`src/design/brf_pkg.sv`:
```
`default_nettype none
package brf_pkg;

    localparam int FRAC_BITS   = 32;
    localparam int COUNT_WIDTH = 16;
    localparam int DIV_CNT_W   = 6;

    typedef logic signed [63:0] q_t;
    typedef logic [COUNT_WIDTH-1:0] count_t;

    localparam q_t Q_MAX = 64'sh7FFF_FFFF_FFFF_FFFF;
    localparam q_t Q_MIN = 64'sh8000_0000_0000_0000;
    localparam q_t ONE_Q = q_t'(64'd1 << FRAC_BITS);
    localparam count_t COUNT_MAX = '1;

    localparam logic [1:0] MODE_LOWER = 2'd0;
    localparam logic [1:0] MODE_UPPER = 2'd1;
    localparam logic [1:0] MODE_VALUE = 2'd2;

    localparam logic [1:0] ST_LOADED    = 2'd0;
    localparam logic [1:0] ST_EVALUATE  = 2'd1;
    localparam logic [1:0] ST_CONVERGED = 2'd2;
    localparam logic [1:0] ST_LIMIT     = 2'd3;

    localparam logic [1:0] PH_IDLE  = 2'd0;
    localparam logic [1:0] PH_LOWER = 2'd1;
    localparam logic [1:0] PH_WAIT  = 2'd2;

    localparam logic [1:0] REG_ABS_TOL   = 2'd0;
    localparam logic [1:0] REG_REL_TOL   = 2'd1;
    localparam logic [1:0] REG_MAX_STEPS = 2'd2;

    typedef enum logic {
        ALU_MUL = 1'b0,
        ALU_DIV = 1'b1
    } alu_op_t;

    typedef struct packed {
        logic    start;
        alu_op_t op;
        q_t      x;
        q_t      y;
    } alu_req_t;

    typedef struct packed {
        logic done;
        q_t   result;
    } alu_rsp_t;

    function automatic logic [63:0] mag(input q_t x);
        return x[63] ? (64'd0 - 64'(x)) : 64'(x);
    endfunction

    function automatic q_t from_mag(input logic [63:0] u, input logic neg, input logic ovf);
        if (neg)
            return (ovf || u[63]) ? Q_MIN : q_t'(64'd0 - u);
        return (ovf || u[63]) ? Q_MAX : q_t'(u);
    endfunction

    function automatic q_t sadd(input q_t x, input q_t y);
        logic signed [64:0] s;
        s = {x[63], x} + {y[63], y};
        if (s[64] != s[63])
            return s[64] ? Q_MIN : Q_MAX;
        return s[63:0];
    endfunction

    function automatic q_t ssub(input q_t x, input q_t y);
        logic signed [64:0] s;
        s = {x[63], x} - {y[63], y};
        if (s[64] != s[63])
            return s[64] ? Q_MIN : Q_MAX;
        return s[63:0];
    endfunction

    function automatic q_t sneg(input q_t x);
        return (x == Q_MIN) ? Q_MAX : -x;
    endfunction

    function automatic q_t sabs(input q_t x);
        return x[63] ? sneg(x) : x;
    endfunction

    function automatic q_t half(input q_t x);
        return from_mag(mag(x) >> 1, x[63], 1'b0);
    endfunction

endpackage
`default_nettype wire

```
`src/design/brf_alu.sv`:
```
`default_nettype none
module brf_alu
    import brf_pkg::*;
(
    input  wire logic     clk,
    input  wire logic     rst_n,
    input  wire alu_req_t req,
    output alu_rsp_t      rsp
);

    typedef enum logic [3:0] {
        A_IDLE = 4'b0001,
        A_MUL  = 4'b0010,
        A_RND  = 4'b0100,
        A_DIV  = 4'b1000
    } alu_state_t;

    alu_state_t state_reg, state_next;
    logic [63:0]  ux_reg, ux_next, uy_reg, uy_next;
    logic         neg_reg, neg_next;
    logic [127:0] acc_reg, acc_next;
    logic [1:0]   idx_reg, idx_next;
    logic [63:0]  rem_reg, rem_next, dvd_reg, dvd_next, quo_reg, quo_next;
    logic [DIV_CNT_W-1:0] cnt_reg, cnt_next;
    q_t           res_reg, res_next;
    logic         done_reg, done_next;

    logic [63:0]  in_ux, in_uy, in_hi;
    logic [63:0]  pp;
    logic [127:0] pp_ext, rnd_sum;
    logic [64:0]  rsh;

    always_comb
    begin
        in_ux   = mag(req.x);
        in_uy   = mag(req.y);
        in_hi   = in_ux >> (64 - FRAC_BITS);
        pp      = 64'(ux_reg[32*idx_reg[0] +: 32]) * 64'(uy_reg[32*idx_reg[1] +: 32]);
        case (2'(idx_reg[0]) + 2'(idx_reg[1]))
            2'd0:    pp_ext = {64'd0, pp};
            2'd1:    pp_ext = {32'd0, pp, 32'd0};
            default: pp_ext = {pp, 64'd0};
        endcase
        rnd_sum = acc_reg + (128'd1 << (FRAC_BITS - 1));
        rsh     = {rem_reg, dvd_reg[63]};

        state_next = state_reg;
        ux_next    = ux_reg;
        uy_next    = uy_reg;
        neg_next   = neg_reg;
        acc_next   = acc_reg;
        idx_next   = idx_reg;
        rem_next   = rem_reg;
        dvd_next   = dvd_reg;
        quo_next   = quo_reg;
        cnt_next   = cnt_reg;
        res_next   = res_reg;
        done_next  = 1'b0;

        case (state_reg)
            A_IDLE:
            begin
                if (req.start)
                begin
                    ux_next  = in_ux;
                    uy_next  = in_uy;
                    neg_next = req.x[63] ^ req.y[63];
                    if (req.op == ALU_MUL)
                    begin
                        acc_next   = '0;
                        idx_next   = '0;
                        state_next = A_MUL;
                    end
                    else if (req.y == '0)
                    begin
                        res_next  = (req.x == '0) ? '0 : (req.x[63] ? Q_MIN : Q_MAX);
                        done_next = 1'b1;
                    end
                    else if (in_hi >= in_uy)
                    begin
                        res_next  = from_mag('0, req.x[63] ^ req.y[63], 1'b1);
                        done_next = 1'b1;
                    end
                    else
                    begin
                        rem_next   = in_hi;
                        dvd_next   = in_ux << FRAC_BITS;
                        quo_next   = '0;
                        cnt_next   = '0;
                        state_next = A_DIV;
                    end
                end
            end
            A_MUL:
            begin
                acc_next = acc_reg + pp_ext;
                idx_next = idx_reg + 2'd1;
                if (idx_reg == 2'd3)
                    state_next = A_RND;
            end
            A_RND:
            begin
                res_next   = from_mag(rnd_sum[FRAC_BITS +: 64], neg_reg,
                                      |rnd_sum[127 -: (64 - FRAC_BITS)]);
                done_next  = 1'b1;
                state_next = A_IDLE;
            end
            A_DIV:
            begin
                // one quotient bit a cycle, restoring
                if (rsh >= {1'b0, uy_reg})
                begin
                    rem_next = 64'(rsh - {1'b0, uy_reg});
                    quo_next = {quo_reg[62:0], 1'b1};
                end
                else
                begin
                    rem_next = rsh[63:0];
                    quo_next = {quo_reg[62:0], 1'b0};
                end
                dvd_next = {dvd_reg[62:0], 1'b0};
                cnt_next = cnt_reg + 1'b1;
                if (cnt_reg == '1)
                begin
                    res_next   = from_mag(quo_next, neg_reg, 1'b0);
                    done_next  = 1'b1;
                    state_next = A_IDLE;
                end
            end
            default:
            begin
                state_next = A_IDLE;
            end
        endcase
    end

    always_ff @(posedge clk or negedge rst_n)
    begin
        if (!rst_n)
        begin
            state_reg <= A_IDLE;
            done_reg  <= 1'b0;
            idx_reg   <= '0;
            cnt_reg   <= '0;
        end
        else
        begin
            state_reg <= state_next;
            done_reg  <= done_next;
            idx_reg   <= idx_next;
            cnt_reg   <= cnt_next;
        end
    end

    always_ff @(posedge clk)
    begin
        ux_reg  <= ux_next;
        uy_reg  <= uy_next;
        neg_reg <= neg_next;
        acc_reg <= acc_next;
        rem_reg <= rem_next;
        dvd_reg <= dvd_next;
        quo_reg <= quo_next;
        res_reg <= res_next;
    end

    assign rsp.done   = done_reg;
    assign rsp.result = res_reg;

endmodule
`default_nettype wire

```
`config.mk`:
```
export PLATFORM = sky130hd
export DESIGN_NAME = brf_alu
export DESIGN_NICKNAME = d
export VERILOG_FILES = /design/src/design/brf_pkg.sv /design/src/design/brf_alu.sv
export SDC_FILE = /design/constraint.sdc
export NUM_CORES = 2
export LEC_CHECK = 0
export BUFFER_PORTS_ARGS = -buffer_cell sky130_fd_sc_hd__buf_2
export CORE_MARGIN = 4
export CORE_UTILIZATION = 37
export CTS_CLUSTER_DIAMETER = 50
export DETAILED_ROUTE_END_ITERATION = 10
export SYNTH_ARGS = -nofsm -noshare
export SYNTH_HDL_FRONTEND = slang
export SYNTH_SLANG_ARGS = --single-unit
```
`constraint.sdc`:
```
create_clock -name clk -period 23.3 [get_ports clk]
set_input_delay 4.66 -clock clk [delete_from_list [all_inputs] [get_ports clk]]
set_output_delay 4.66 -clock clk [all_outputs]
set_load 0.02 [all_outputs]
```
; After elaboration in Yosys (flattened, before gate mapping)
; Index checks and enable logic that the tools add are counted.
[op_classes]
addsub = 10
mul = 1
magnitude_cmp = 2
n_eq_ne = 17
n_shift = 2
muxes = 73
n_bitwise = 1
n_reduce_logical = 13
[ops]
columns = op, count
row1 = 2-to-1 mux 64 bit, 28
row2 = one-hot mux 128 bit (2 select lines), 2
row3 = 2-to-1 mux 63 bit, 5
row4 = 2-to-1 mux 128 bit, 2
row5 = one-hot mux 64 bit (2 select lines), 2
row6 = subtractor 1 x 64 -> 64 bit (first input constant), 4
row7 = one-hot mux 64 bit (3 select lines), 1
row8 = adder 128 bit, 1
row9 = adder 128 x 32 -> 128 bit (second input constant), 1
row10 = logical NOT 64 bit, 2
row11 = variable part select 64 x 7 -> 32 bit, 2
row12 = one-hot mux 63 bit (2 select lines), 1
row13 = greater-or-equal comparator 65 x 64 -> 1 bit, 1
row14 = greater-or-equal comparator 32 x 64 -> 1 bit, 1
row15 = multiplier 32 x 32 -> 64 bit, 1
row16 = subtractor 64 bit, 1
row17 = OR reduction 32 bit, 1
row18 = 2-to-1 mux 4 bit, 6
row19 = 2-to-1 mux 6 bit, 4
row20 = 2-to-1 mux 1 bit, 16
row21 = AND reduction 5 bit, 3
row22 = != test 2 bit (second input constant), 7
row23 = one-hot mux 4 bit (3 select lines), 1
row24 = one-hot mux 6 bit (2 select lines), 1
row25 = 21 further kinds, 25
[totals]
regBits = 525
elab_cells = 131

; Longest topological paths before layout
[logic_depth]
depth_word = 14
ltp_mapped = 51

; Worst setup path after synthesis
; Ideal clock, no wire load.
[synth_path]
path_type = input -> register
startpoint = input req[129] (netlist name)
endpoint = register cnt_reg[2]
setup_ns = 0.347
arrival_time_ns = 15.591
required_time_ns = 22.953
path_slack_ns = 7.362
stages = 5
path_buffers = 0
path_cell_list = inv_1 -> nor2_1 -> nand2_1 -> o21ai_2 -> a31oi_1
[synth_via]
elab_chain_cells = 2
[synth_lines]
columns = element, line_no
row1 = from (decl), brf_alu.sv:7  ; input wire alu_req_t req,
row2 = != test 2 bit (no line), n/a
row3 = AND reduction 5 bit (no line), n/a
row4 = to (signal assigned), brf_alu.sv:151  ; cnt_reg <= cnt_next;
row5 = to (decl), brf_alu.sv:24  ; logic [DIV_CNT_W-1:0] cnt_reg, cnt_next;
; No other way between the ends.
; A chain may end at the register's enable or synchronous reset.

; Worst setup path in the final report
[layout_path]
startpoint = register idx_reg[1]
endpoint = register acc_reg[123], data pin
[layout_via]
elab_chain_cells = 5
elab_cells_between_ends = 8
[layout_lines]
columns = element, line_no
row1 = from (decl), brf_alu.sv:22  ; logic [1:0] idx_reg, idx_next;
row2 = from (signal assigned), brf_alu.sv:150  ; idx_reg <= idx_next;
row3 = variable part select 64 x 7 -> 32 bit / adder 1 x 1 -> 2 bit (equally long branches), "brf_alu.sv:38, brf_alu.sv:39"
row4 = "multiplier 32 x 32 -> 64 bit, or another cell as far along", brf_alu.sv:38  ; pp = 64'(ux_reg[32*idx_reg[0] +: 32]) * 64'(uy_reg[32*idx_reg[1] +: 32]);
row5 = one-hot mux 128 bit (2 select lines) (*), brf_alu.sv:39  ; case (2'(idx_reg[0]) + 2'(idx_reg[1]))
row6 = adder 128 bit (*), brf_alu.sv:96  ; acc_next = acc_reg + pp_ext;
row7 = one-hot mux 128 bit (2 select lines) (*), brf_alu.sv:60  ; case (state_reg)
row8 = to (signal assigned), brf_alu.sv:160  ; acc_reg <= acc_next;
row9 = to (decl), brf_alu.sv:21  ; logic [127:0] acc_reg, acc_next;
; Every way passes the cells marked *; elsewhere a longest branch is shown, timed or not.

==> metrics.md <==
| Metric | Value |
|---|---|
| Compound-Gate Fraction of Synth Area | `13.71%` |
| Worst Setup SP | `idx_reg[1]` |
| Number of cells on the worst reg-to-reg path | `44` |
| Synth cell types | `89` |
| Adder-Cell Fraction of Synth Area | `32.67%` |
| Max-cap violations | `0` |
| DRC Markers | `0` |
| Setup_tns | `0 ns` |
| Fmax | `68.22 MHz` |
| Routed length per instance | `26.16 µm` |
| Max reg flops | `128` |
| # nets final | `between 10000 and 15000` |
| HPWL Detailed | `around 230 mm` |
| DIE WIDTH | `roughly 460 µm` |
| Hold path start | `cnt_reg[0]` |
| Endpoints failing setup | `0` |
| Post-synth top area share | `between 20% and 30%` |
| Clk slew on worst S/H paths | `0.06 ns` |
| R2R Setup Slk | `8.64 ns` |
| Chip height | `455.0 µm` |
| Synthesized net count | `10190` |
| H-tree lvl count | `3` |
| Pre-antenna DRT Iters | `7` |
| I/O Buffers | `196` |
| Critical path's slowest cell | `o31ai_1` |
| Worst Hold Depth | `1` |
| Area grow syn2layout | `9.559%` |
| Layout fillers | `about 20000` |
| Antenna Nets Post-Route | `0` |
| Placed insts | `11240` |
| Flops & latches, synth | `slightly below 500` |
| Crit path capture type | `flop` |
| Hold Fails Final Rpt | `0` |
| Max Root-Sink Buffers | `3` |
| Core area | `198000 µm²` |
| Most used flip-flop cell after synthesis | `edfxtp_1` |
| Worst Path Arrival | `15.11 ns` |
| Largest area contributor in the netlist | `fa_1` |
| Seq/Total Area, Yosys | `between 10% and 20%` |
| Grt ovf | `0` |
| WHS Endpoint | `cnt_reg[0]` |
| Post_cts resized | `0` |
| Slew Viols, Final | `0` |
| Post-Synth Simple-Gate Area | `18.76%` |
| Final period util | `between 60% and 70%` |
| Min-delay worst type | `reg2reg` |
| Main combinational cell family by area after synthesis | `adder cells` |
| Clock period minus worst slack | `14.66 ns` |
| GPL Wtd Cong | `0.9891` |
| Post-CTS setup-driven buffer insertion count | `0` |
| Starting Density | `37.34%` |
| Synth area leaders | `fa_1 (24%), edfxtp_1 (19%), ha_1 (8.4%)` |
| Full die area | `207000 µm²` |
| Clock Skews | `0.05083 ns` |
| Num CTS Buffers | `83` |
| # IOs | `197` |
| CP most frequent cell | `fa_1` |
| Async S/R FF share, synth | `under 10%` |
| CP Depth | `between 40 and 50` |
| Buffers & Inverters on Critical Path | `8` |
| Max_slew headroom | `13.03%` |
| Post-synth EDFFs | `480` |
| Worst setup SP type | `flop` |
| Mux share of post-synthesis cell area | `1.569%` |
| Largest net degree at the start of global routing | `~130` |
| Worst-skew pair later-pin latency | `0.71 ns` |
| Synthesis warning total | `0` |
| Layout cells sized above 1 | `7.734%` |
| Req. time, crit path | `23.75 ns` |
| Vias per cell | `5.783` |
| Syn avg cell area | `between 8 and 9 µm²` |
| DRT iter0 DRCs | `6944` |
| Vias in the first global route | `65840` |
| Fin cells | `11430` |
| Critical Setup Path Class | `reg2reg` |
| Vias post-DR | `66090` |
| Worst-path maximum fanout | `64` |
| Gate Count Post-Synth | `8669` |
| CP delay by family, top | `compound AO/OA/AOI/OAI gates` |
| RSZ-0062 raised after global routing | `no` |
| CTS root buf | `clkbuf_16` |
| Final wirelength | `roughly 300 mm` |
| Slew @ Worst Pin | `1.296 ns` |
| Post-Synth XOR/XNOR Area | `5.567%` |
| Tot GR Track Use | `approximately 29%` |
| Reg2reg end | `acc_reg[123]` |
| Antenna violations before repair | `24` |
| DP Area | `78140 µm²` |
| Mapped cell area | `73940 µm²` |
| Final Cell Area | `81010 µm²` |
| CTS sink cnt | `493` |
| Post-CTS Hold Buffers | `0` |
| Outcome | `complete, no violations` |
| Critical R2R Launch | `idx_reg[1]` |
| First-pass GRT wire length | `439.6 mm` |
| CTS tree | `built` |
| CP peak stage delay | `0.99 ns` |
| Row cnt | `163` |
==> through the flow <==
| stage | hold slack (ns) | utilization (%) | setup slack [ns] |
|---|---|---|---|
| after detailed placement | 0.5153 | 39.46 | 8.888 |
| after global placement | 0.5057 | 39.46 | 9.003 |
| after global routing | 0.5316 | 40.89 | 8.035 |
| final | 0.5174 | 40.91 | 8.643 |
| after floorplan | 0.4842 | - | 7.362 |
| after CTS | 0.5234 | 40.86 | 8.862 |
==> synth_stat cells (154+ instances only) <==
cell	number
ha_1	494
o21ai_0	371
clkbuf_1	369
a21oi_1	481
edfxtp_1	480
xnor2_1	316
xor2_1	154
nand3_1	168
nor2_1	1155
a21o_1	180
nand2_1	931
inv_1	1111
fa_1	898
==> logic make-up (layout without fill, tap and decap cells) <==
logic type	after synthesis	in the layout
AO/OA/AOI/OAI	1610	1610
XOR/XNOR	470	470
adder cells (fa/ha/maj)	1392	1392
buffers and inverters	1528	1612
flip-flops	493	493
multiplexers	110	110
other	0	35
AND/OR/NAND/NOR	3066	3066
==> layout by cell type, fill, tap and decap left out, types with 32 or more instances in the layout <==
master,count
mux2i_1,35
edfxtp_1,480
ha_1,494
a21o_1,180
or2_2,32
nand4_1,121
o211ai_1,42
nor2_1,1152
and2_1,119
buf_4,150
or3_1,56
o31ai_1,63
o21a_1,40
o21bai_1,50
xor2_1,154
nand3_1,168
nor4_1,57
nand2_1,929
nor3_1,127
mux2_2,47
fa_1,898
a211oi_1,35
a21oi_1,481
xnor2_1,316
a31oi_1,44
and3_1,64
or4_1,34
nand2b_1,49
buf_2,196
clkbuf_16,84
nor2b_1,42
inv_1,1110
o21ai_0,366
diode_2,35
==> area by class of cell <==
type	count	area (µm²)	area share, %
Sequential cell	493	14750	18.20
Timing Repair Buffer	347	2127	2.626
Tap cell	2640	3303	4.078
Antenna cell	35	87.58	0.1081
Multi-Input combinational cell	6648	53790	66.41
Clock buffer	93	2156	2.661
Inverter	1112	4174	5.153
Clock inverter	60	619.3	0.7646
==> routing by layer <==
layer	track usage [%]	routed length [µm]	vias to the layer above
met3	5.897	26300	702
li1	-	-	29080
met2	45.85	137200	3202
met4	13.59	17330	12
met1	36.73	118000	33100
met5	0	69	-
==> worst max-delay path by stage <==
stage                         endpoint  slack (ns)
after detailed placement  acc_reg[123]        8.89
after CTS                 acc_reg[123]        8.86
after global placement    acc_reg[123]        9.00
final                     acc_reg[123]        8.64
after floorplan             cnt_reg[2]        7.36
after global routing       acc_reg[98]        8.03
Power is left out: the tool's default activity adds up to more than one toggle a clock period on the data nets, which glitch-free logic cannot reach.
